<file path="src/hw/rtl/pcse_pkg.sv">
package pcse_pkg;

  localparam int STACK_DEPTH_DEF = 16;
  localparam int QUEUE_DEPTH     = 2;

  localparam logic [7:0] CH_ZERO  = 8'h30;
  localparam logic [7:0] CH_SPACE = 8'h20;
  localparam logic [7:0] CH_PLUS  = 8'h2B;
  localparam logic [7:0] CH_MINUS = 8'h2D;
  localparam logic [7:0] CH_STAR  = 8'h2A;
  localparam logic [7:0] CH_SLASH = 8'h2F;

  typedef enum logic [1:0] {
    KIND_SKIP,
    KIND_PUSH,
    KIND_OPER
  } kind_t;

  typedef enum logic [1:0] {
    OP_ADD,
    OP_SUB,
    OP_MUL,
    OP_DIV
  } op_t;

  typedef struct packed {
    kind_t      kind;
    op_t        op;
    logic [7:0] char_byte;
    logic       last;
  } item_t;

endpackage

</file>
<file path="src/hw/rtl/postfix_char_stack_evaluator.sv">
// Flow: a character is registered in the front, then held in the queue until
//   the execute sequencer takes it; a result leaves through the output register.
// The execute sequencer handles one character at a time and the divide runs 8
//   steps; the front keeps taking characters while the queue has room.
// Reset (rst_n low, synchronous): empties the queue, stack count and error flag;
//   stack contents are not cleared.
module postfix_char_stack_evaluator import pcse_pkg::*; #(
  parameter int STACK_DEPTH = STACK_DEPTH_DEF
) (
  input  logic       clk,
  input  logic       rst_n,
  input  logic       in_valid,
  output logic       in_stall,
  input  logic [7:0] in_char_in,
  input  logic       in_end_of_expr,
  output logic       out_valid,
  input  logic       out_stall,
  output logic [7:0] out_value,
  output logic [2:0] out_status
);

  // Front to queue: one classified character per transfer.
  item_t front_item;
  logic  front_valid;
  logic  q_full;

  // Queue to execute side.
  item_t q_head;
  logic  q_nonempty;
  logic  q_pop;

  // Front: register the incoming transfer and decode it into skip, push or
  // one of the four operators. Hold the input while the register waits on a full queue.
  pcse_front u_front (
    .clk            (clk),
    .rst_n          (rst_n),
    .in_valid       (in_valid),
    .in_stall       (in_stall),
    .in_char_in     (in_char_in),
    .in_end_of_expr (in_end_of_expr),
    .item_valid     (front_valid),
    .item           (front_item),
    .q_full         (q_full)
  );

  // Short queue: lets the front keep taking characters while a divide or a
  // stalled result holds the execute side.
  pcse_queue u_queue (
    .clk       (clk),
    .rst_n     (rst_n),
    .push      (front_valid),
    .push_item (front_item),
    .full      (q_full),
    .pop       (q_pop),
    .head      (q_head),
    .nonempty  (q_nonempty)
  );

  // Execute side: stack memory with the top kept in a register, a sequencer
  // that reads the second operand, applies the operator (bit-serial divide)
  // and writes back, plus the output register that carries the final result.
  // The first error of an expression is kept; drop every later character
  // until the end flag, then report and clear the stack for the next one.
  pcse_exec #(
    .STACK_DEPTH (STACK_DEPTH)
  ) u_exec (
    .clk        (clk),
    .rst_n      (rst_n),
    .q_nonempty (q_nonempty),
    .q_head     (q_head),
    .q_pop      (q_pop),
    .out_valid  (out_valid),
    .out_stall  (out_stall),
    .out_value  (out_value),
    .out_status (out_status)
  );

endmodule

</file>
<file path="src/hw/rtl/pcse_front.sv">
module pcse_front import pcse_pkg::*; (
  input  logic       clk,
  input  logic       rst_n,
  input  logic       in_valid,
  output logic       in_stall,
  input  logic [7:0] in_char_in,
  input  logic       in_end_of_expr,
  output logic       item_valid,
  output item_t      item,
  input  logic       q_full
);

  item_t item_r;
  item_t item_nxt;
  logic  item_valid_r;
  logic  accept;
  logic  push;

  // Classify the character once, here, so the back end only decodes a kind.
  always_comb begin
    item_nxt.char_byte = in_char_in;
    item_nxt.last      = in_end_of_expr;
    item_nxt.kind      = KIND_PUSH;
    item_nxt.op        = OP_ADD;
    case (in_char_in)
      CH_SPACE: item_nxt.kind = KIND_SKIP;
      CH_PLUS: begin
        item_nxt.kind = KIND_OPER;
        item_nxt.op   = OP_ADD;
      end
      CH_MINUS: begin
        item_nxt.kind = KIND_OPER;
        item_nxt.op   = OP_SUB;
      end
      CH_STAR: begin
        item_nxt.kind = KIND_OPER;
        item_nxt.op   = OP_MUL;
      end
      CH_SLASH: begin
        item_nxt.kind = KIND_OPER;
        item_nxt.op   = OP_DIV;
      end
      default: item_nxt.kind = KIND_PUSH;
    endcase
  end

  assign in_stall   = item_valid_r && q_full;
  assign accept     = in_valid && !in_stall;
  assign push       = item_valid_r && !q_full;
  assign item_valid = item_valid_r;
  assign item       = item_r;

  always_ff @(posedge clk) begin
    if (!rst_n) begin
      item_valid_r <= 1'b0;
    end else if (accept) begin
      item_valid_r <= 1'b1;
    end else if (push) begin
      item_valid_r <= 1'b0;
    end
  end

  always_ff @(posedge clk) begin
    if (accept) begin
      item_r <= item_nxt;
    end
  end

endmodule

</file>
<file path="src/hw/rtl/pcse_queue.sv">
module pcse_queue import pcse_pkg::*; (
  input  logic  clk,
  input  logic  rst_n,
  input  logic  push,
  input  item_t push_item,
  output logic  full,
  input  logic  pop,
  output item_t head,
  output logic  nonempty
);

  localparam int PW = (QUEUE_DEPTH > 1) ? $clog2(QUEUE_DEPTH) : 1;
  localparam int CW = $clog2(QUEUE_DEPTH + 1);

  item_t           q_mem_r [QUEUE_DEPTH];
  logic [PW-1:0]   wr_ptr_r;
  logic [PW-1:0]   rd_ptr_r;
  logic [CW-1:0]   count_r;
  logic            do_push;
  logic            do_pop;

  assign full     = (count_r == CW'(QUEUE_DEPTH));
  assign nonempty = (count_r != '0);
  assign head     = q_mem_r[rd_ptr_r];
  assign do_push  = push && !full;
  assign do_pop   = pop && nonempty;

  function automatic logic [PW-1:0] ptr_inc(input logic [PW-1:0] p);
    return (p == PW'(QUEUE_DEPTH - 1)) ? '0 : p + PW'(1);
  endfunction

  always_ff @(posedge clk) begin
    if (!rst_n) begin
      wr_ptr_r <= '0;
      rd_ptr_r <= '0;
      count_r  <= '0;
    end else begin
      if (do_push) begin
        wr_ptr_r <= ptr_inc(wr_ptr_r);
      end
      if (do_pop) begin
        rd_ptr_r <= ptr_inc(rd_ptr_r);
      end
      if (do_push && !do_pop) begin
        count_r <= count_r + CW'(1);
      end else if (do_pop && !do_push) begin
        count_r <= count_r - CW'(1);
      end
    end
  end

  always_ff @(posedge clk) begin
    if (do_push) begin
      q_mem_r[wr_ptr_r] <= push_item;
    end
  end

endmodule

</file>
<file path="src/hw/rtl/pcse_exec.sv">
module pcse_exec import pcse_pkg::*; #(
  parameter int STACK_DEPTH = STACK_DEPTH_DEF
) (
  input  logic       clk,
  input  logic       rst_n,
  input  logic       q_nonempty,
  input  item_t      q_head,
  output logic       q_pop,
  output logic       out_valid,
  input  logic       out_stall,
  output logic [7:0] out_value,
  output logic [2:0] out_status
);

  localparam int IW = (STACK_DEPTH > 1) ? $clog2(STACK_DEPTH) : 1;
  localparam int CW = $clog2(STACK_DEPTH + 1);

  typedef enum logic [2:0] {
    S_IDLE,
    S_EXEC,
    S_READ,
    S_DIV,
    S_WRITE,
    S_DONE
  } state_t;

  typedef enum logic [2:0] {
    ST_OK        = 3'd0,
    ST_UNDERFLOW = 3'd1,
    ST_DIVZERO   = 3'd2,
    ST_OVERFLOW  = 3'd3,
    ST_EMPTY     = 3'd4
  } status_t;

  logic [7:0] stack_mem [STACK_DEPTH];

  state_t          state_r;
  item_t           cur_r;
  logic [CW-1:0]   count_r;
  status_t         error_r;
  logic [7:0]      tos_r;
  logic [7:0]      res_r;
  logic [7:0]      rd_data_r;
  logic [7:0]      dvd_r;
  logic [7:0]      rem_r;
  logic [7:0]      dvs_r;
  logic            neg_r;
  logic [2:0]      iter_r;
  logic            out_valid_r;
  logic [7:0]      out_value_r;
  status_t         out_status_r;

  logic [CW-1:0]   cnt_m2;
  logic            mem_we;
  logic [IW-1:0]   mem_waddr;
  logic [7:0]      mem_wdata;
  logic            out_free;
  logic            out_load;

  logic signed [8:0]  opa;
  logic signed [8:0]  opb;
  logic signed [8:0]  sum;
  logic signed [8:0]  diff;
  logic signed [17:0] prod;
  logic [8:0]         opa_abs;
  logic [8:0]         opb_abs;
  logic [7:0]         alu_byte;
  logic [8:0]         rem_sh;
  logic               ge;
  logic [8:0]         rem_sub;
  logic [7:0]         q_fin;

  function automatic logic signed [8:0] operand_of(input logic [7:0] b);
    return $signed({b[7], b}) - 9'sd48;
  endfunction

  assign cnt_m2   = count_r - CW'(2);
  assign out_free = !out_valid_r || !out_stall;
  assign out_load = (state_r == S_DONE) && cur_r.last && out_free;
  assign q_pop    = (state_r == S_IDLE) && q_nonempty;

  // Operand decode and the combinational operators (add, subtract, multiply).
  always_comb begin
    opa     = operand_of(rd_data_r);
    opb     = operand_of(tos_r);
    sum     = opa + opb;
    diff    = opa - opb;
    prod    = opa * opb;
    opa_abs = opa[8] ? -opa : opa;
    opb_abs = opb[8] ? -opb : opb;
    case (cur_r.op)
      OP_ADD:  alu_byte = sum[7:0] + CH_ZERO;
      OP_SUB:  alu_byte = diff[7:0] + CH_ZERO;
      OP_MUL:  alu_byte = prod[7:0] + CH_ZERO;
      default: alu_byte = CH_ZERO;
    endcase
  end

  // One restoring divide step on magnitudes.
  always_comb begin
    rem_sh  = {rem_r, dvd_r[7]};
    ge      = (rem_sh >= {1'b0, dvs_r});
    rem_sub = rem_sh - {1'b0, dvs_r};
    q_fin   = {dvd_r[6:0], ge};
  end

  // Stack write port: push of a plain character, or the operator result
  // landing where the left operand was.
  always_comb begin
    mem_we    = 1'b0;
    mem_waddr = count_r[IW-1:0];
    mem_wdata = cur_r.char_byte;
    if (state_r == S_EXEC && error_r == ST_OK && cur_r.kind == KIND_PUSH &&
        count_r != CW'(STACK_DEPTH)) begin
      mem_we = 1'b1;
    end else if (state_r == S_WRITE) begin
      mem_we    = 1'b1;
      mem_waddr = cnt_m2[IW-1:0];
      mem_wdata = res_r;
    end
  end

  always_ff @(posedge clk) begin
    if (mem_we) begin
      stack_mem[mem_waddr] <= mem_wdata;
    end
    rd_data_r <= stack_mem[cnt_m2[IW-1:0]];
  end

  always_ff @(posedge clk) begin
    if (!rst_n) begin
      state_r     <= S_IDLE;
      count_r     <= '0;
      error_r     <= ST_OK;
      out_valid_r <= 1'b0;
    end else begin
      if (out_load) begin
        out_valid_r <= 1'b1;
      end else if (out_valid_r && !out_stall) begin
        out_valid_r <= 1'b0;
      end
      case (state_r)
        S_IDLE: begin
          if (q_nonempty) begin
            cur_r   <= q_head;
            state_r <= S_EXEC;
          end
        end
        S_EXEC: begin
          if (error_r == ST_OK) begin
            case (cur_r.kind)
              KIND_PUSH: begin
                state_r <= S_DONE;
                if (count_r == CW'(STACK_DEPTH)) begin
                  error_r <= ST_OVERFLOW;
                end else begin
                  count_r <= count_r + CW'(1);
                  tos_r   <= cur_r.char_byte;
                end
              end
              KIND_OPER: begin
                if (count_r < CW'(2)) begin
                  error_r <= ST_UNDERFLOW;
                  state_r <= S_DONE;
                end else begin
                  state_r <= S_READ;
                end
              end
              default: state_r <= S_DONE;
            endcase
          end else begin
            state_r <= S_DONE;
          end
        end
        S_READ: begin
          if (cur_r.op == OP_DIV) begin
            if (opb == 9'sd0) begin
              error_r <= ST_DIVZERO;
              state_r <= S_DONE;
            end else begin
              dvd_r   <= opa_abs[7:0];
              dvs_r   <= opb_abs[7:0];
              rem_r   <= '0;
              neg_r   <= opa[8] ^ opb[8];
              iter_r  <= '0;
              state_r <= S_DIV;
            end
          end else begin
            res_r   <= alu_byte;
            state_r <= S_WRITE;
          end
        end
        S_DIV: begin
          rem_r  <= ge ? rem_sub[7:0] : rem_sh[7:0];
          dvd_r  <= q_fin;
          iter_r <= iter_r + 3'd1;
          if (iter_r == 3'd7) begin
            res_r   <= (neg_r ? -q_fin : q_fin) + CH_ZERO;
            state_r <= S_WRITE;
          end
        end
        S_WRITE: begin
          count_r <= count_r - CW'(1);
          tos_r   <= res_r;
          state_r <= S_DONE;
        end
        S_DONE: begin
          if (!cur_r.last) begin
            state_r <= S_IDLE;
          end else if (out_free) begin
            if (error_r != ST_OK) begin
              out_status_r <= error_r;
              out_value_r  <= 8'h00;
            end else if (count_r == '0) begin
              out_status_r <= ST_EMPTY;
              out_value_r  <= 8'h00;
            end else begin
              out_status_r <= ST_OK;
              out_value_r  <= tos_r;
            end
            count_r <= '0;
            error_r <= ST_OK;
            state_r <= S_IDLE;
          end
        end
        default: state_r <= S_IDLE;
      endcase
    end
  end

  assign out_valid  = out_valid_r;
  assign out_value  = out_value_r;
  assign out_status = 3'(out_status_r);

endmodule

</file>
<file path="config.mk">
export PLATFORM = sky130hd
export DESIGN_NAME = postfix_char_stack_evaluator
export DESIGN_NICKNAME = d
export VERILOG_FILES = /design/src/hw/rtl/pcse_pkg.sv /design/src/hw/rtl/postfix_char_stack_evaluator.sv /design/src/hw/rtl/pcse_front.sv /design/src/hw/rtl/pcse_queue.sv /design/src/hw/rtl/pcse_exec.sv
export SDC_FILE = /design/constraint.sdc
export NUM_CORES = 1
export LEC_CHECK = 0
export BUFFER_PORTS_ARGS = -buffer_cell sky130_fd_sc_hd__clkbuf_2
export CAP_MARGIN = 5
export CORE_AREA = 2 2 151 153
export CTS_BUF_LIST = sky130_fd_sc_hd__clkbuf_8
export CTS_CLUSTER_DIAMETER = 40
export CTS_CLUSTER_SIZE = 40
export DETAILED_ROUTE_END_ITERATION = 12
export DIE_AREA = 0 0 153 155
export PLACE_DENSITY = 0.78
export SETUP_SLACK_MARGIN = 0.02
export SYNTH_ARGS = -nofsm -noshare
export SYNTH_HDL_FRONTEND = slang
export SYNTH_SLANG_ARGS = --single-unit
</file>
<file path="constraint.sdc">
create_clock -name clk -period 4.35 [get_ports clk]
set_input_delay 0.6525 -clock clk [delete_from_list [all_inputs] [get_ports clk]]
set_output_delay 0.6525 -clock clk [all_outputs]
set_load 0.05 [all_outputs]
</file>
Word level (Yosys, flattened, before mapping)

Memories as Yosys holds them, arrays and structs flattened. A register that Yosys moved wholly into a read port is not among the register bits.
Cells that the tools add are included.

Bits in read-only memories: 0
Bits in writable memories: 154
Latch bits: 0
Memories: 2
Input bits: 13
Output and inout port bits: 13
Register bits after elaboration: 85

$add $sub $neg: 20
Bitwise logic cells: 2
Equality and inequality tests: 34
Order comparisons: 2
Reductions and logical operators: 45
Muxes and demuxes: 67
Multipliers: 1
Div/mod/pow operators: 0
Shifts and indexed selects: 0

Memories:

| memory           | words | width | rd ports | clocked after Yosys merged registers in | write ports | RTL line         | RTL |
|---|---|---|---|---|---|---|---|
| u_exec.stack_mem | 16    | 8     | 1        | 1                                       | 1           | pcse_exec.sv:35  | `logic [7:0] stack_mem [STACK_DEPTH];` |
| u_queue.q_mem_r  | 2     | 13    | 1        | 1                                       | 1           | pcse_queue.sv:15 | `item_t q_mem_r [QUEUE_DEPTH];` |

Operators with widths:

| operator                                                           | number |
|---|---|
| 8-bit 2-to-1 mux                                                   | 15 |
| 8-bit case mux with 2 select lines                                 | 4 |
| 3-bit 2-to-1 mux                                                   | 19 |
| 8-bit by 6-bit == test with 1-bit output, second input constant    | 5 |
| 8-bit by 6-bit adder with 8-bit output, second input constant      | 4 |
| 5-bit 2-to-1 mux                                                   | 5 |
| 8-bit negation                                                     | 3 |
| 8-bit case mux with 3 select lines                                 | 1 |
| 3-bit case mux with 6 select lines                                 | 1 |
| 8-bit by 7-bit subtractor with 9-bit output, second input constant | 2 |
| 4-bit AND reduction                                                | 4 |
| 8-bit subtractor                                                   | 2 |
| 5-bit case mux with 3 select lines                                 | 1 |
| 1-bit logical AND                                                  | 13 |
| 1-bit 2-to-1 mux                                                   | 12 |
| 2-bit by 1-bit != test with 1-bit output, second input constant    | 6 |
| 3-bit != test, second input constant                               | 4 |
| 3-bit case mux with 2 select lines                                 | 2 |
| 2-bit nonzero test                                                 | 6 |
| 2-bit != test, second input constant                               | 5 |
| 3-bit == test, second input constant                               | 3 |
| 9-bit by 8-bit >= comparator with 1-bit output                     | 1 |
| 9-bit logical NOT                                                  | 1 |
| 9-bit by 9-bit multiplier with 8-bit output                        | 1 |
| other kinds (34)                                                   | 51 |

Logic depth before layout (Yosys ltp)

Gate-level depths: netlist of the first run.

Word-level depth: 7
Mapped depth: 18
Gate-level depth less buffers: 18

By module

From an unflattened synthesis of the first run, not the netlist that was laid out.

Cells, all modules: 994
Area total of the unflattened synthesis: 13,118.8 um^2

Modules (own cells, without submodules):

| module     | instances | cells each | area an instance (um^2) | seq. area each (um^2) |
|---|---|---|---|---|
| pcse_exec  | 1         | 900        | 11,427.2                | 6,266.0 |
| pcse_queue | 1         | 65         | 1,168.6                 | 880.8 |
| pcse_front | 1         | 29         | 523.0                   | 410.4 |

Worst setup path before layout of the first run

OpenSTA, ideal clock, no wires.

Path kind: reg-to-reg
Start point: register u_exec.rd_data_r[4], read port of u_exec.stack_mem
End point: register u_exec.res_r[7] (data pin)
Setup slack: -0.027 ns
Required time: 4.081 ns
Setup time: 0.269 ns
Arrival time: 4.108 ns
Cell stages (with the launch flop): 18
Path buffers: 0
Cells stage by stage: dfxtp_1 > ha_1 > nand2_1 > fa_1 > inv_1 > fa_1 > inv_1 > fa_1 > fa_1 > inv_1 > ha_1 > a21o_1 > a21oi_1 > xnor2_1 > xnor2_1 > xnor2_1 > nor2_1 > a2bb2oi_1

Word-level cells in the longest chain between the ends: 6

Ends and longest elaborated chain:

| what                                                                      | RTL line                                          | RTL |
|---|---|---|
| from (decl)                                                               | pcse_exec.sv:43                                   | `logic [7:0] rd_data_r;` |
| 8-bit by 7-bit subtractor with 9-bit output *                             | pcse_exec.sv:74                                   | `return $signed({b[7], b}) - 9'sd48;` |
| 9-bit by 9-bit multiplier with 8-bit output, or another cell as far along | pcse_exec.sv:88                                   | `prod = opa * opb;` |
| 8-bit by 6-bit adder with 8-bit output, on equally long branches          | pcse_exec.sv:94, pcse_exec.sv:92, pcse_exec.sv:93 |  |
| 8-bit case mux with 3 select lines *                                      | pcse_exec.sv:91                                   | `case (cur_r.op)` |
| 8-bit 2-to-1 mux *                                                        | pcse_exec.sv:176                                  | `if (cur_r.op == OP_DIV) begin` |
| 8-bit case mux with 2 select lines *                                      | pcse_exec.sv:142                                  | `case (state_r)` |
| to (signal assigned)                                                      | pcse_exec.sv:189                                  | `res_r <= alu_byte;` |
| to (signal assigned)                                                      | pcse_exec.sv:198                                  | `res_r <= (neg_r ? -q_fin : q_fin) + CH_ZERO;` |
| to (decl)                                                                 | pcse_exec.sv:42                                   | `logic [7:0] res_r;` |

Every way passes the cells marked *; elsewhere a longest branch is shown, timed or not. The select of a mux whose other input is x is not followed.
A chain may end at the register's enable or synchronous reset.

Worst setup path in the final report of the first run

Ends and elaborated chain as after synthesis.

==> metrics, run 1 <==
placed cell count 1288; maximum VDD drop 0.000551 V; initial antenna violation count 0; Synth top area share between 50 and 60%; maxcap violations 0; cell taking the most area after synthesis edfxtp_1; CTS tree built; RSZ-0062 raised after global routing yes; Arr. time, crit path 4.56 ns; slowest cell delay on critical path 0.55 ns; CTS sink count 259; Worst Skew a little under 0.02 ns; CTS Root Buffer Type clkbuf_8; Overflow after GRT 0; Area growth, synth to finish 9.89%; Required @ worst endpoint around 4.6 ns; Crit-path slowest cell fa_1; max-slew violations 0; Least-Margin Pin Slew 1.13 ns; vias in the first global route 7812; Post-synth EDFFs roughly 240; leakage power 0.00521 uW; I/O pin total 26; fin crit period 4.27 ns; initial core utilization between 50% and 60%; top cells by area, synth edfxtp_1 55%, mux4_2 7.0%, ha_1 6.5%; routed length per instance 18.9 um; worst path cell trace ha_4, nand2_2, fa_1, inv_1, fa_1, inv_2, fa_1, fa_1, inv_2, ha_4, a21o_1, a21oi_2, xnor2_1, xnor2_1, xnor2_1, nor2_1, a2bb2oi_1; global route hottest layer met2; Slew Limit Headroom approximately a quarter; wire length of the first global-routing pass 41000 um; outcome completed; Yosys cell types 59; Setup crit end kind flip-flop; clock-pin slew on the worst setup and hold paths ~0.080 ns; Hold Vio Cnt, Final 0; I/O Buffers 25; #FFs+latches synth 259; ys async rst share 0%; Die Height 155 um; FMAX 0.234 GHz; aggregate routed wire length 25300 um; fin crit share between 90% and 100%; Yosys warning count 0; Post-Syn Nets 1084; r2r setup slk 0.08 ns; die width around 150 um; met1 usage 29.5%; drc violations 0; Final setup viols 0; CP dominant cell by count fa_1; total negative slack 0 ns; Synth Instances between 900 and 1000; Most used DFF post-synth edfxtp_1; DR iter-0 viols 623; via count 7767; drt first pass iters 6; clk_lat worst skew 0.58 ns; final antenna diode count 0; Hold Crit Class in -> reg; H-tree levels 1; Die ar. 23700 um^2; # rows 55; Syn Std Cell Area 12900 um^2; gr usage total 21.9%; Syn Area/Cell 13.1 um^2; core area 22200 um^2; CTS buffer count 30; pwr dens 725 nW/um^2; fin nets 1134; Final ANT Viol Nets 0; largest net degree at the start of global routing 39; CP max FO 3; gpl congestion 0.979; CP Class reg -> reg; hpwl dp about 19000 um; layout cells sized above 1 16.7%; Startpoint Class flip-flop; Finished Layout Cells 1343; hold_buf cts 0; Via-to-Cell Ratio 5.78; Clock Tree Buf Depth 3; final core utilization 63.8%; GR Util met3 3.18%; sequential area share after synthesis just under 60%; met2 GRT Util 37.6%
## timing repair
| action | 4_1_cts | 5_1_grt |
|---|---|---|
| endpoints found under the setup margin | 1 | 1 |
| buffers inserted | 0 | 1 |
| pin swaps | 8 | 8 |
| resized for setup | 6 | 3 |
| cloned | 0 | 0 |
## cells in the final DEF, fill, tap and decap left out, drive strengths merged, types with 8 or more instances in the layout
cell and instances:
a21o 8, a21oi 55, and2 10, buf 29, clkbuf 56, clkinv 9
dfxtp 24, edfxtp 235, fa 18, ha 67, inv 79, mux2 13
mux4 40, nand2 86, nand2b 16, nor2 105, nor2b 12, nor3 10
nor4 8, o21ai 20, xnor2 43, xor2 18
## cells by family (layout without fill, tap and decap cells)
group           Yosys count  after routing  synth area share [%]
xor+xnor                 61             61                  4.14
compound gates          134            134                  6.48
fa+ha+maj                85             85                  9.29
mux                      60             60                  8.66
flops                   259            259                  58.4
buf+inv                 108            180                  3.17
simple gates            279            279                  9.88
## sequential cells by signal, summed over array words and instances (netlist names)
signal and count:
u_exec.out_status 3, u_exec.res_r 8, u_front.item_valid 1, u_exec.stack_mem 128
u_queue.rd_ptr_r 1, u_queue.wr_ptr_r 1, u_front.item 13, u_exec.out_value 8
u_queue.count_r 2, u_exec.dvd_r 8, u_exec.state_r 3, u_exec.count_r 5
u_exec.dvs_r 8, u_exec.rem_r 8, u_exec.iter_r 3, u_exec.neg_r 1
u_exec.out_valid 1, u_queue.q_mem_r 26, u_exec.error_r 2, u_exec.rd_data_r 8
u_exec.tos_r 8, u_exec.cur_r 13
## per-layer routing
metal / share of wire [%] / vias to the layer above / wire length [um]
met2: 50 / 221 / 12600
met1: 43 / 3811 / 10900
li1: - / 3685 / -
met4: 2.3 / 0 / 576
met3: 5.3 / 50 / 1340
met5: 0 / - / 0
## metrics by stage
stage          setup WS [ns]  hold slack [ns]  instance area (um^2)  power (uW)
6_report              0.0814            0.266                 14200       10300
5_1_grt               -0.104            0.232                 14200       11000
4_1_cts               0.0477            0.235                 14200       10200
3_5_place_dp         -0.0467            0.433                 13500        8250
3_3_place_gp          0.0648            0.422                 13500        8090
2_1_floorplan         0.0839            0.421                 12900        7060
## synthesized netlist by cell type (all sizes together), types with 2 or more instances
cell type	count
nand3b	3
mux2	13
o21a	7
nand2	86
o21ai	20
a211oi	7
and3	4
o22ai	5
nand3	7
or4	3
dfxtp	24
o21bai	2
nand4	3
nor2	105
a21boi	2
a22oi	5
o31ai	4
o31a	3
a2bb2oi	2
nand2b	16
o41ai	3
ha	67
o211ai	2
buf	7
and2	10
a21o	8
nor3	10
clkbuf	29
or2	4
xnor2	43
nor4	8
or3	5
nor2b	12
a31oi	2
a21oi	55
a32oi	2
fa	18
mux2i	7
xor2	18
mux4	40
inv	71
edfxtp	235
## report_power, final
group | switching [uW] | internal [uW]
Clock | 954 | 785
Sequential | 189 | 3200
Combinational | 2780 | 2370
Total | 3930 | 6350
## critical path, delay by kind of cell, from the launching register on
family | cells | cell delay, ns
adders and majority gates | 6 | 2.49
AOI/OAI and AO/OA | 3 | 0.45
xor gates and xnor gates | 3 | 0.43
DFF | 1 | 0.37
buffers and inverters | 3 | 0.15
and+or+nand+nor | 2 | 0.10
## cell type report
cell class / instances / area, um^2
flip-flops and latches: 259 / 7540
repair buffers: 54 / 343
multi-input cells: 619 / 5020
clock buffers: 31 / 427
clock inverters: 23 / 221
inverters: 72 / 270
well taps: 285 / 357
fillers: 1623 / 8040
## worst paths after layout
check | depth (start not counted) | end | start
setup / recovery | 17 | u_exec.res_r[7] | u_exec.rd_data_r[4]
hold / removal | 1 | u_front.item[0] | in_end_of_expr
setup reg to reg | 17 | u_exec.res_r[7] | u_exec.rd_data_r[4]
hold reg to reg | 0 | u_queue.q_mem_r[0][6] | u_front.item[6]
No activity file was read; power rests on OpenSTA's default activity.
==> inputs of run 2 (changes only) <==
--- a/config.mk
+++ b/config.mk
@@ -5,15 +5,15 @@
 export SDC_FILE = /design/constraint.sdc
 export NUM_CORES = 1
 export LEC_CHECK = 0
-export BUFFER_PORTS_ARGS = -buffer_cell sky130_fd_sc_hd__clkbuf_2
+export ABC_AREA = 1
+export BUFFER_PORTS_ARGS = -buffer_cell sky130_fd_sc_hd__buf_2
 export CAP_MARGIN = 5
-export CORE_AREA = 2 2 151 153
-export CTS_BUF_LIST = sky130_fd_sc_hd__clkbuf_8
+export CORE_AREA = 2 2 156 158
 export CTS_CLUSTER_DIAMETER = 40
 export CTS_CLUSTER_SIZE = 40
 export DETAILED_ROUTE_END_ITERATION = 12
-export DIE_AREA = 0 0 153 155
-export PLACE_DENSITY = 0.78
+export DIE_AREA = 0 0 158 160
+export PLACE_DENSITY = 0.75
 export SETUP_SLACK_MARGIN = 0.02
 export SYNTH_ARGS = -nofsm -noshare
 export SYNTH_HDL_FRONTEND = slang
==> run 2 against run 1 <==
Setup slack better by 0.064 ns. Sequential share of layout area is 3.3 points lower. Clock-buffer cell count is 10 higher. Global-route usage is 2.3 points higher. Clock power is 64% higher. Die area is 6.6% higher. Flip-flop and latch count stayed put. Non-clock buffer count stayed put. Largest power group unchanged.
==> metrics, run 2 <==
outcome completed; routed wl met2 14600 um; Arr. time, crit path 4.46 ns; CP max FO 3; CTS tree built; Area growth, synth to finish 14.2%; CTS sink count 259; top cells by area, synth edfxtp_1 53%, nand2_1 7.5%, ha_1 6.3%; # rows 57; Sw Ratio 40.7%; Yosys warning count 0; Final ANT Viol Nets 0; pwr dens 773 nW/um^2; routed length per instance ~17 um; I/O pin total 26; metal1 wirelength between 10000 and 15000 um; hpwl dp 21100 um; Die Height 160 um; Syn Area/Cell 9.95 um^2; aggregate routed wire length approximately 30000 um; most frequent cells in the layout 263 x nand2_1, 235 x edfxtp_1, 165 x inv_1, 150 x nor2_1, 123 x o21ai_0; H-tree levels 2; Required @ worst endpoint 4.60 ns; max reg flops 128; top sig layer met4; combinational share of power 46.7%; drt first pass iters 5; I/O Buffers 25; Via-to-Cell Ratio approximately 5.5; clk_lat worst skew 0.53 ns; gpl congestion 0.930; Flop pwr share about 29%; DR iter-0 viols 1033; Most used DFF post-synth edfxtp_1; vias in the first global route 9155; Syn Std Cell Area 13200 um^2; total negative slack 0 ns; FMAX about 0.24 GHz; Post-synth EDFFs about 240; drc violations 0; CTS buffer count 36; Overflow after GRT 0; Yosys cell types 45; ys async rst share 0%; Synth top area share between 50% and 60%; clock-pin slew on the worst setup and hold paths around 0.060 ns; largest reg by FF count u_exec.stack_mem; initial core utilization 55.6%; die width 158 um; fin crit share 96.7%; Die ar. 25300 um^2; sequential area share after synthesis 57.0%; fin area 15100 um^2; core area 23800 um^2; Least-Margin Pin Slew 1.16 ns; most common cell in the netlist nand2_1; gr usage total 24.2%; wire length of the first global-routing pass between 40000 and 50000 um; Startpoint Class flip-flop; CP Class reg -> reg; fin nets approximately 1500; RSZ-0062 raised after global routing yes; P_sw 4760 uW; Clock Tree Buf Depth 3; fin crit period between 4 and 5 ns; most common cell after layout, fill and taps aside nand2_1; via count 9536; Slew Limit Headroom 22.4%; largest net degree at the start of global routing 72; initial antenna violation count 0; max-slew violations 0; Setup crit end kind flip-flop; R2R depth 21; hold path depth 1; final core utilization between 60% and 70%; final antenna diode count 0; Hold Crit Class in -> reg; Post-synth top cells 265 x nand2_1, 235 x edfxtp_1, 168 x inv_1; Synth Instances 1330; Post-Syn Nets 1428; met3 wire len 2190 um; Hold Vio Cnt, Final 0; Worst Skew 0.0364 ns; cell taking the most area after synthesis edfxtp_1; maximum VDD drop 0.000567 V; Top Registers u_exec.stack_mem x128, u_queue.q_mem_r x26; Int Pwr 6930 uW; #FFs+latches synth roughly 260; layout cells sized above 1 11.8%; maxcap violations 0; r2r setup slk 0.15 ns; Cell Area, Placed 13800 um^2; leakage power 0.00628 uW; CTS Root Buffer Type clkbuf_16; clock power share 24.5%; Final setup viols 0
-- run 2: final timing paths --
kind                        start                    end
setup / recovery  u_exec.tos_r[4]        u_exec.res_r[7]
hold / removal     in_end_of_expr        u_front.item[0]
setup reg to reg  u_exec.tos_r[4]        u_exec.res_r[7]
hold reg to reg   u_front.item[0]  u_queue.q_mem_r[0][0]
-- run 2: power by group through the flow --
stage	Clock (uW)	Combinational (uW)	Sequential, uW
after floorplan	0	3480	3370
after global placement	0	4870	3400
final	2860	5460	3370
after CTS	2890	5160	3360
after detailed placement	0	4990	3410
after global routing	2990	6130	3390
-- run 2: repair_timing --
item                                    CTS  global route
hold buffers                              0             0
endpoints found under the setup margin    1             2
setup buffers                             0             1
gates resized for setup                   3            16
pin swaps                                 2            11
-- run 2: cell families after synthesis --
group	Yosys count	synth area share [%]
AO/OA/AOI/OAI	233	9.89
XOR/XNOR	29	1.98
adder cells (fa/ha/maj)	85	9.06
buffers and inverters	218	6.33
flip-flops	259	57.0
AND/OR/NAND/NOR	506	15.8
-- run 2: per-stage QoR --
stage          setup WS [ns]  std cells  hold slack, ns  power [uW]
5_1_grt               -0.121       1735           0.301       12500
4_1_cts               0.0326       1734           0.296       11400
3_5_place_dp         -0.0658       1668           0.434        8390
3_3_place_gp          0.0387       1668           0.424        8270
2_1_floorplan         0.0322       1330           0.421        6850
6_report               0.145       1735           0.316       11700
-- run 2: critical path: stages (launching register included) --
cell and delay (ns):
edfxtp_1 0.44, ha_4 0.30, nand2_1 0.07, fa_1 0.45, fa_1 0.53, fa_1 0.45
fa_1 0.49, inv_1 0.06, ha_4 0.30, nand3_2 0.08, nand2_1 0.07, nand2_1 0.06
nand2_1 0.09, nand2_2 0.06, nand2_2 0.09, nand3_1 0.07, nand2_1 0.07, nand2_1 0.04
nand3_1 0.08, nand2_1 0.06, nand2_1 0.05, nand2_1 0.05
-- run 2: final cells by class --
cell class	count	area, um^2
clock buffer	41	930
clock inverter	25	273
fill	1908	8700
inverter	179	674
multi-input combinational	853	4950
sequential	259	7540
tap	324	405
timing repair buffer	54	347
-- run 2: routing by layer --
layer	track usage, %	vias to the layer above
met1	32.3	4468
met4	8.11	0
met3	4.10	71
li1	-	4618
met5	0	-
met2	40.3	379
==> inputs of run 3 (changes only) <==
--- a/config.mk
+++ b/config.mk
@@ -13,6 +13,7 @@
 export CTS_CLUSTER_SIZE = 40
 export DETAILED_ROUTE_END_ITERATION = 12
 export DIE_AREA = 0 0 158 160
+export GPL_TIMING_DRIVEN = 0
 export PLACE_DENSITY = 0.75
 export SETUP_SLACK_MARGIN = 0.02
 export SYNTH_ARGS = -nofsm -noshare
==> run 3 against run 2 <==
The flow now finishes with violations (negative setup slack). Clock power fell by 9.1%. Sequential power rose by 1%. Critical path depth fell by 2. Setup slack got worse by 0.17 ns. Flip-flop and latch count did not move. Global-route usage rose by 1.1 points. Critical endpoint unchanged. Largest power group unchanged.
==> metrics, run 3 (synthesized netlist as in run 2, its figures left out) <==
layout cells sized above 1 11.9%; gpl congestion 0.964; fin area 15100 um^2; H-tree levels 1; clk_lat worst skew 0.59 ns; most frequent cells in the layout 257 x nand2_1, 235 x edfxtp_1, 160 x inv_1, 149 x nor2_1, 123 x o21ai_0; maxcap violations 0; CP max FO 5; hold path start in_end_of_expr; hold path depth 1; wire length of the first global-routing pass 49000 um; Cell Area, Placed 13800 um^2; R2R depth 19; failing checks negative setup slack; Hold Crit Class in -> reg; Required @ worst endpoint 4.65 ns; maximum VDD drop around 0.00045 V; pwr dens 759 nW/um^2; FMAX roughly 0.23 GHz; final antenna diode count 0; leakage power around 0.0062 uW; Setup crit end kind flip-flop; Arr. time, crit path approximately 4.7 ns; Area growth, synth to finish 14.1%; drc violations 0; gr usage total 25.3%; Power, Total 11500 uW; hpwl dp 21800 um; Hold Vio Cnt, Final 0; most common cell after layout, fill and taps aside nand2_1; outcome complete, but fails checks; Least-Margin Pin Slew 1.10 ns; die width 158 um; Via-to-Cell Ratio 5.55; fin crit share 101%; Die ar. between 20000 and 30000 um^2; Top Registers u_exec.stack_mem x128, u_queue.q_mem_r x26; clock-pin slew on the worst setup and hold paths 0.07 ns; initial core utilization ~56%; Reg-to-Reg End u_exec.res_r[7]; Final WS setup -0.0275 ns; # rows 57; largest net degree at the start of global routing 20; Startpoint Class flip-flop; CTS tree built; Final ANT Viol Nets 0; max-slew violations 0; I/O pin total 26; I/O Buffers 25; max reg flops 128; worst reg2reg startpoint u_exec.tos_r[4]; largest reg by FF count u_exec.stack_mem; RSZ-0062 raised after global routing yes; Slew Limit Headroom 26.1%; aggregate routed wire length roughly 31000 um; Worst Skew 0.0477 ns; core area 23800 um^2; CTS Root Buffer Type clkbuf_16; Clock Tree Buf Depth 3; Die Height roughly 160 um; initial antenna violation count 0; Overflow after GRT 0; via count 9695; Final setup viols 1; CTS sink count approximately 260; vias in the first global route 9366; drt first pass iters 7; Hold Path End u_front.item[0]; routed length per instance 17.9 um; DR iter-0 viols 998; r2r setup slk -0.03 ns; CP Class reg -> reg; fin crit period about 4.4 ns; CTS buffer count 30; fin nets between 1000 and 1500
==> run 3: worst max-delay path by stage <==
stage | start | end | slack [ns] | cells past startpoint
global placement | u_exec.rd_data_r[4] | u_exec.res_r[7] | -0.55 | 23
detailed placement | u_exec.rd_data_r[4] | u_exec.res_r[7] | -0.61 | 23
CTS | u_exec.rd_data_r[4] | u_exec.res_r[7] | 0.009 | 21
finish | u_exec.tos_r[4] | u_exec.res_r[7] | -0.03 | 19
floorplan | u_exec.tos_r[4] | u_exec.res_r[7] | 0.03 | 20
global route | u_exec.tos_r[4] | u_exec.res_r[7] | -0.20 | 23
==> run 3: timing repair <==
action,CTS,global route
resized for setup,35,11
pin swaps,18,18
cloned,0,0
hold buffers,0,0
setup buffers,7,4
endpoints found under the hold margin,0,0
endpoints found under the setup margin,2,2
==> run 3: report_power, final <==
group	switching (uW)	leakage [uW]	internal, uW
Combinational	3530	0.00335	1930
Sequential	186	0.00235	3220
Clock	1120	0.000517	1470
Total	4840	0.00622	6630
==> run 3: critical path: stages, from the launching register on <==
cell,delay [ns]
edfxtp_1,0.54
ha_4,0.36
nand2_4,0.05
fa_2,0.37
fa_1,0.50
fa_1,0.44
fa_1,0.55
inv_2,0.06
ha_4,0.23
a21oi_2,0.15
nand3b_1,0.14
nand2_1,0.12
nand2_2,0.07
nand2_2,0.09
xnor2_1,0.12
nand2_1,0.08
nand3_2,0.08
nand2_2,0.06
nand2_2,0.06
nand2_2,0.05
==> run 3: through the flow <==
stage               util [%]  setup WS, ns  hold WS (ns)  setup TNS [ns]  std cells
floorplan                  -        0.0322         0.421               0       1330
finish                  63.4       -0.0275         0.236         -0.0275       1747
CTS                     63.1       0.00853         0.220               0       1743
global route            63.4        -0.198         0.228          -0.240       1747
detailed placement      57.9        -0.613         0.432          -0.885       1680
global placement        57.8        -0.552         0.424          -0.760       1679
==> run 3: per-layer routing <==
metal	vias to the layer above	part of all wire [%]	wire length (um)	global-route usage, %
li1	4655	-	-	-
met1	4510	40	12400	32.7
met2	423	48	15000	41.9
met3	107	7.8	2450	4.42
met4	0	4.8	1490	11.1
met5	-	0	0	0
==> run 3: cell type report <==
type | count | area, um^2
inverter | 179 | 678
clock inverter | 21 | 294
multi-input combinational | 853 | 5010
clock buffer | 35 | 779
timing repair buffer | 37 | 223
buffer | 39 | 176
fill | 1948 | 8710
sequential | 259 | 7540
tap | 324 | 405
